--- config.mk ---
export PLATFORM = sky130hd
export DESIGN_NAME = pa_cell
export DESIGN_NICKNAME = d
export VERILOG_FILES = /design/src/hw/rtl/pa_pkg.sv /design/src/hw/rtl/pa_cell.sv
export SDC_FILE = /design/constraint.sdc
export NUM_CORES = 1
export LEC_CHECK = 0
export ABC_AREA = 1
export BUFFER_PORTS_ARGS = -buffer_cell sky130_fd_sc_hd__buf_4
export CAP_MARGIN = 20
export CORE_AREA = 4 4 183 132
export CTS_BUF_LIST = sky130_fd_sc_hd__clkbuf_2 sky130_fd_sc_hd__clkbuf_4 sky130_fd_sc_hd__clkbuf_8
export CTS_CLUSTER_SIZE = 14
export DETAILED_ROUTE_END_ITERATION = 16
export DIE_AREA = 0 0 187 136
export PLACE_DENSITY = 0.83
export SETUP_SLACK_MARGIN = 0.5
export SLEW_MARGIN = 5
export SYNTH_ARGS = -nofsm -noshare
export SYNTH_HDL_FRONTEND = slang
export SYNTH_SLANG_ARGS = --single-unit
--- constraint.sdc ---
create_clock -name clk -period 0.9 [get_ports clk]
set_input_delay 0.09 -clock clk [delete_from_list [all_inputs] [get_ports clk]]
set_output_delay 0.09 -clock clk [all_outputs]
set_load 0.05 [all_outputs]
--- src/hw/rtl/pa_pkg.sv ---
package pa_pkg;

	localparam int CORDIC_ITERATIONS = 30;
	localparam int FRACTION_BITS = 29;
	localparam int WB = 34;
	localparam int ADDR_BITS = 2;
	localparam logic [ADDR_BITS-1:0] ADDR_LATITUDE = 2'd0;

	localparam logic signed [WB-1:0] PI_W = 34'sd3373259426;
	localparam logic signed [WB-1:0] HALFPI_W = 34'sd1686629713;
	localparam logic signed [WB-1:0] GAIN_K = 34'sd652032874;
	localparam logic signed [WB-1:0] PI_F = 34'sd1686629713;
	localparam logic signed [WB-1:0] TWOPI_F = 34'sd3373259426;

	typedef logic signed [WB-1:0] word_t;

	typedef struct packed {
		word_t x;
		word_t y;
		word_t z;
		logic  neg;
	} rot_t;

	function automatic word_t atan_w(input int i);
		word_t t;
		case (i)
			0: t = 34'sd843314857;
			1: t = 34'sd497837829;
			2: t = 34'sd263043837;
			3: t = 34'sd133525159;
			4: t = 34'sd67021687;
			5: t = 34'sd33543516;
			6: t = 34'sd16775851;
			7: t = 34'sd8388437;
			8: t = 34'sd4194283;
			9: t = 34'sd2097149;
			10: t = 34'sd1048576;
			11: t = 34'sd524288;
			12: t = 34'sd262144;
			13: t = 34'sd131072;
			14: t = 34'sd65536;
			15: t = 34'sd32768;
			16: t = 34'sd16384;
			17: t = 34'sd8192;
			18: t = 34'sd4096;
			19: t = 34'sd2048;
			20: t = 34'sd1024;
			21: t = 34'sd512;
			22: t = 34'sd256;
			23: t = 34'sd128;
			24: t = 34'sd64;
			25: t = 34'sd32;
			26: t = 34'sd16;
			27: t = 34'sd8;
			28: t = 34'sd4;
			29: t = 34'sd2;
			30: t = 34'sd1;
			default: t = '0;
		endcase
		return t;
	endfunction

	function automatic word_t mulq(input word_t a, input word_t b);
		logic signed [2*WB-1:0] p;
		p = a * b + (68'sd1 <<< 29);
		return word_t'(p >>> 30);
	endfunction

endpackage

--- src/hw/rtl/pa_cell.sv ---
module pa_cell #(
	parameter int STEP = 0,
	parameter bit VECTOR = 1'b0,
	parameter int W = 8
) (
	input  logic clk,
	input  logic arst_n,
	input  logic en,
	input  pa_pkg::rot_t in_a,
	input  logic [W-1:0] side_in,
	output pa_pkg::rot_t out_a,
	output logic [W-1:0] side_out
);
	import pa_pkg::*;

	rot_t nxt;
	logic dir;

	always_comb begin
		dir = VECTOR ? (in_a.y > 0) : (in_a.z >= 0);
		nxt = in_a;
		if (VECTOR ? dir : dir) begin
			if (VECTOR) begin
				nxt.x = in_a.x + (in_a.y >>> STEP);
				nxt.y = in_a.y - (in_a.x >>> STEP);
				nxt.z = in_a.z + atan_w(STEP);
			end else begin
				nxt.x = in_a.x - (in_a.y >>> STEP);
				nxt.y = in_a.y + (in_a.x >>> STEP);
				nxt.z = in_a.z - atan_w(STEP);
			end
		end else begin
			if (VECTOR) begin
				nxt.x = in_a.x - (in_a.y >>> STEP);
				nxt.y = in_a.y + (in_a.x >>> STEP);
				nxt.z = in_a.z - atan_w(STEP);
			end else begin
				nxt.x = in_a.x + (in_a.y >>> STEP);
				nxt.y = in_a.y - (in_a.x >>> STEP);
				nxt.z = in_a.z + atan_w(STEP);
			end
		end
	end

	always_ff @(posedge clk or negedge arst_n) begin
		if (!arst_n) begin
			out_a <= '0;
			side_out <= '0;
		end else if (en) begin
			out_a <= nxt;
			side_out <= side_in;
		end
	end
endmodule

==> results of run 1 <==
## cells by family after synthesis
group                    count (synthesis)  share of synthesized area
AO/OA/AOI/OAI                          383                      0.161
XOR/XNOR                                61                     0.0405
adder cells (fa/ha/maj)                136                      0.131
buffers and inverters                  335                      0.104
flip-flops                             110                      0.209
AND/OR/NAND/NOR                       1153                      0.354
## Yosys cell counts, types with 4 or more instances
library cell and n:
buf_4 19, buf_2 25, dfrtp_1 110, nand2_2 4
o21ai_0 105, a21boi_0 8, clkbuf_1 17, fa_1 4
xor2_1 47, inv_1 265, and2_1 4, a31oi_1 10
a21oi_1 179, buf_1 4, o21a_1 9, nor2_1 210
ha_1 132, o211ai_1 8, o21bai_1 25, nand3_1 162
a21o_1 10, o21ai_1 16, o21ai_2 7, nor3_1 25
nor2_2 5, nand3b_1 6, nand4_1 9, xnor2_1 14
nand2_1 720
## layer usage
metal,global-route usage,overflow
met4,0.892,102
met1,0.813,21
met3,0.773,18
met5,0.527,0
met2,0.977,143
## repair_timing
action                                  CTS
gates resized for setup                 283
setup buffers                            29
pin swaps                                67
endpoints found under the setup margin  221
gates cloned                              2
hold endpoints to repair                119
## metrics by stage
step | worst slack [ns] | instances | hold slack (ns)
4_1_cts | -1.43 | 3037 | -0.454
3_5_place_dp | -2.17 | 2991 | -0.0309
2_1_floorplan | -1.51 | 2178 | -0.206
3_3_place_gp | -2.06 | 2991 | -0.0317
==> run summary, run 1 <==
CTS Sinks: 110
Cell Rows: 46
Log Error: [ERROR GRT-0232] Routing congestion too high. Check the congestion heatmap in the GUI.
Post-synth top flop: dfrtp_1
Tot GR Track Use: 0.852
Unique masters post-synth: 43
Die Y: 136 um
Longest Clk Path Bufs: 2
synthesized area: 13,200 um2
Initial Utilization: 0.591
Synth area leader: dfrtp_1
PortBufs: 224
Num CTS Buffers: 9
H-tree levels: 3
clk root buf: clkbuf_8
Synth area leaders: dfrtp_1 (21%), nand2_1 (20%), ha_1 (13%), inv_1 (7.5%), a21oi_1 (6.8%)
status: aborted with a tool error
largest net degree at the start of global routing: 71
EDFF count, synth: 0
Synth Warn #: 0
Syn Inst Count: 2,178
chip width: 187 um
Remaining Overflow, GRT: 284
synthesized flop and latch total: 110
top-area cell type share of the netlist area: 0.209
Placer Congestion: 1.15
syn nets: 2,428
ys async rst share: 1.00
sequential share of the synthesized area: 0.209
hpwl dp: 46,400 um
Stopped at: 5_1_grt
Ports: 225
Avg Cell Area, Syn: 6.05 um2
DP Area: 19,300 um2
==> run 2, diff against run 1 <==
==> config.mk (replaced) <==
export PLATFORM = sky130hd
export DESIGN_NAME = pa_cell
export DESIGN_NICKNAME = d
export VERILOG_FILES = /design/src/hw/rtl/pa_pkg.sv /design/src/hw/rtl/pa_cell.sv
export SDC_FILE = /design/constraint.sdc
export NUM_CORES = 1
export LEC_CHECK = 0
export ABC_AREA = 1
export BUFFER_PORTS_ARGS = -buffer_cell sky130_fd_sc_hd__buf_4
export CAP_MARGIN = 20
export CORE_AREA = 4 4 187 189
export DETAILED_ROUTE_END_ITERATION = 16
export DIE_AREA = 0 0 191 193
export PLACE_DENSITY_LB_ADDON = 0.15
export SLEW_MARGIN = 5
export SYNTH_ARGS = -nofsm -noshare
export SYNTH_HDL_FRONTEND = slang
export SYNTH_SLANG_ARGS = --single-unit
==> run summary, run 2 <==
ys async rst share: 1.00 (unchanged)
number of routed nets with antenna violations: 0
Crit Path Class: input port to register
syn nets: 2,428 (unchanged)
vias per std cell: 5.25
endpoint class of the critical path: register
Longest Clk Path Bufs: 2 (unchanged)
met1 usage: 0.416
hold path start: in_a[1]
worst skew pair latency: 0.37 ns
Unique masters post-synth: 43 (unchanged)
GR Util met3: 0.0429
final net count: 3,126
most frequent cells after synthesis: nand2_1 (720), inv_1 (265), nor2_1 (210), a21oi_1 (179), nand3_1 (162)
Placer Congestion: 0.959 (-17%)
PortBufs: 224 (unchanged)
Cell Rows: 67 (+46%)
r2r startpoint: out_a[82]
max reg flops: 102
Post-synth top flop: dfrtp_1
CP max FO: 17
unrepaired setup endpoints after global routing: true
synthesized area: 13,200 um2 (unchanged)
Max Cap Viol: 0
Leakage: 0.0118 uW
chip width: 191 um (+2.1%)
first-pass GRT wire length: 91,900 um
Remaining Overflow, GRT: 0
post-route setup TNS: -108.72 ns
Layout Skew: 0 ns
Iter 0 DRT Violations: 1,319
most common cell after layout, fill and taps aside: buf_4
clk slew on worst S/H paths: 0.09 ns
CP Buf/Inv Count: 3
Die Area: 36,900 um2
Detailed Routing Iterations Pass 1: 7
Worst-Margin Slew: 0.593 ns
CTS tree: built
largest net degree at the start of global routing: 48
fillcell total: 2,729
Synth Warn #: 0 (unchanged)
share of cells above drive strength 1: 0.485
crit path DAT: 2.67 ns
Top delay family on crit path: simple AND/OR/NAND/NOR gates
CP max stage delay: 0.40 ns
CP cell instances: buf_6 -> nor2_4 -> nand4_1 -> nor3_2 -> nand2_2 -> o21ai_4 -> buf_12 -> inv_16 -> fa_2 -> o21ai_4 -> a21boi_2 -> o21ai_4 -> nand2_2 -> nand2_4 -> nand2_2 -> nand2_1 -> nand2_1 -> nand3_1 -> nand2_1
Tot GR Track Use: 0.319
Synth area leaders: dfrtp_1 (21%), nand2_1 (20%), ha_1 (13%), inv_1 (7.5%), a21oi_1 (6.8%)
WP data required: 1.16 ns
most frequent cell after synthesis: nand2_1
vias in the first global route: 17.0k
Power Total: 30,600 uW
clk root buf: clkbuf_16
Top reg by flops: out_a
synthesized flop and latch total: 110 (unchanged)
Syn Inst Count: 2,178 (unchanged)
Initial Utilization: 0.396 (-0.194)
Avg Cell Area, Syn: 6.05 um2 (unchanged)
met2 Use GR: 0.546
fin util: 0.720
crit path launch: in_a[9]
gr busiest metal: met2
EDFF count, synth: 0 (unchanged)
Routed WL per cell: 19.1 um
Core Region: 33,300 um2
Max Fclk: 0.415 GHz
slack of the critical path: -1.51 ns
Worst VDD drop: 1.10 mV
Final setup viols: 210
wirelength, routed: 63,600 um
failing checks: setup timing
biggest regs: out_a x102, side_out x8
Period Utilization, post-route: 2.68
CTS Sinks: 110 (unchanged)
Area Overhead vs Synth: 81.8%
Critical-path top delay cell: fa_2
hpwl dp: 48,500 um (+4.5%)
initial antenna violation count: 0
Ant. Diodes: 0
sequential share of the synthesized area: 0.209 (unchanged)
Num CTS Buffers: 9 (unchanged)
status: complete, but fails checks
Ports: 225 (unchanged)
top-area cell type share of the netlist area: 0.209 (unchanged)
Hold Path Class: input port to register
routed via count: 17.5k
Die Y: 193 um (+42%)
most frequent cells in the layout: buf_4 (595), nand2_1 (573), inv_1 (189)
H-tree levels: 3 (unchanged)
Slew Viols, Final: 0
Worst setup SP type: input port
Residual DRC: 0
crit path time final: 2.41 ns
final hold vios: 0
Slew headroom: 0.605
P per Cell Area: 1280 nW/um2
Synth area leader: dfrtp_1
==> run 2: cell counts after synthesis <==
No cell type changed its count.
==> run 2: repair_timing <==
action	CTS	global route
endpoints found under the setup margin	210	210
hold buffers	10	0
gates resized for setup	330	331
pin swaps	78	171
gates cloned	7	6
buffers inserted	37	43
hold endpoints to repair	119	0
==> run 2: area by class of cell <==
type / count / area [um2] / share of cell area
well taps: 448 / 561 / 0.0234
clock buffers: 9 / 225 / 0.00940
repair buffers: 754 / 6770 / 0.282
clock inverters: 7 / 76.3 / 0.00318
inverters: 268 / 1170 / 0.0488
multi-input cells: 1733 / 12400 / 0.518
flip-flops and latches: 110 / 2750 / 0.115
==> run 2: kinds of logic (layout without fill, tap and decap cells) <==
family / after synthesis / after routing / share of synthesized area
compound gates: 383 / 383 / 0.161
simple gates: 1153 / 1153 / 0.354
flops: 110 / 110 / 0.209
xor+xnor: 61 / 61 / 0.0405
fa+ha+maj: 136 / 136 / 0.131
buf+inv: 335 / 1038 / 0.104
==> run 2: metrics by stage <==
stage	setup slack (ns)	cells	cell area, um2	hold slack (ns)
floorplan	-1.51	2178	14800	-0.206
global placement	-2.06	3226	20000	-0.0734
detailed placement	-2.16	3226	20000	-0.0738
CTS	-1.42	3291	22200	0.0326
global route	-1.65	3329	24000	0.0529
finish	-1.51	3329	24000	0.0519
==> run 2: report_power, final <==
| part | internal (uW) | switching [uW] | leakage [uW] | total [uW] |
|---|---|---|---|---|
| clock network | 1960 | 2130 | 0.000140 | 4090 |
| logic | 8240 | 11800 | 0.0104 | 20000 |
| registers | 5770 | 662 | 0.00132 | 6430 |
==> run 2: worst paths after layout <==
check	endpoint	slack, ns	cells past startpoint
min	out_a[1]	0.05	3
max in group asynchronous	out_a[62]	0.17	3
min reg2reg	out_a[31]	0.48	2
min in group asynchronous	out_a[34]	0.09	2
max	out_a[31]	-1.51	19
max reg2reg	out_a[82]	0.15	2
==> run 2: worst reg2reg max path: stages, from the launching register on <==
cell	delay (ns)
dfrtp_1	0.44
nor2_1	0.07
a31oi_1	0.16
==> run 2: layer usage <==
layer,wire length (um),vias up
li1,-,8386
met1,26700,8285
met2,29800,664
met3,4350,143
met4,2790,0
met5,0,-
Power figures use the tool's default switching activity.
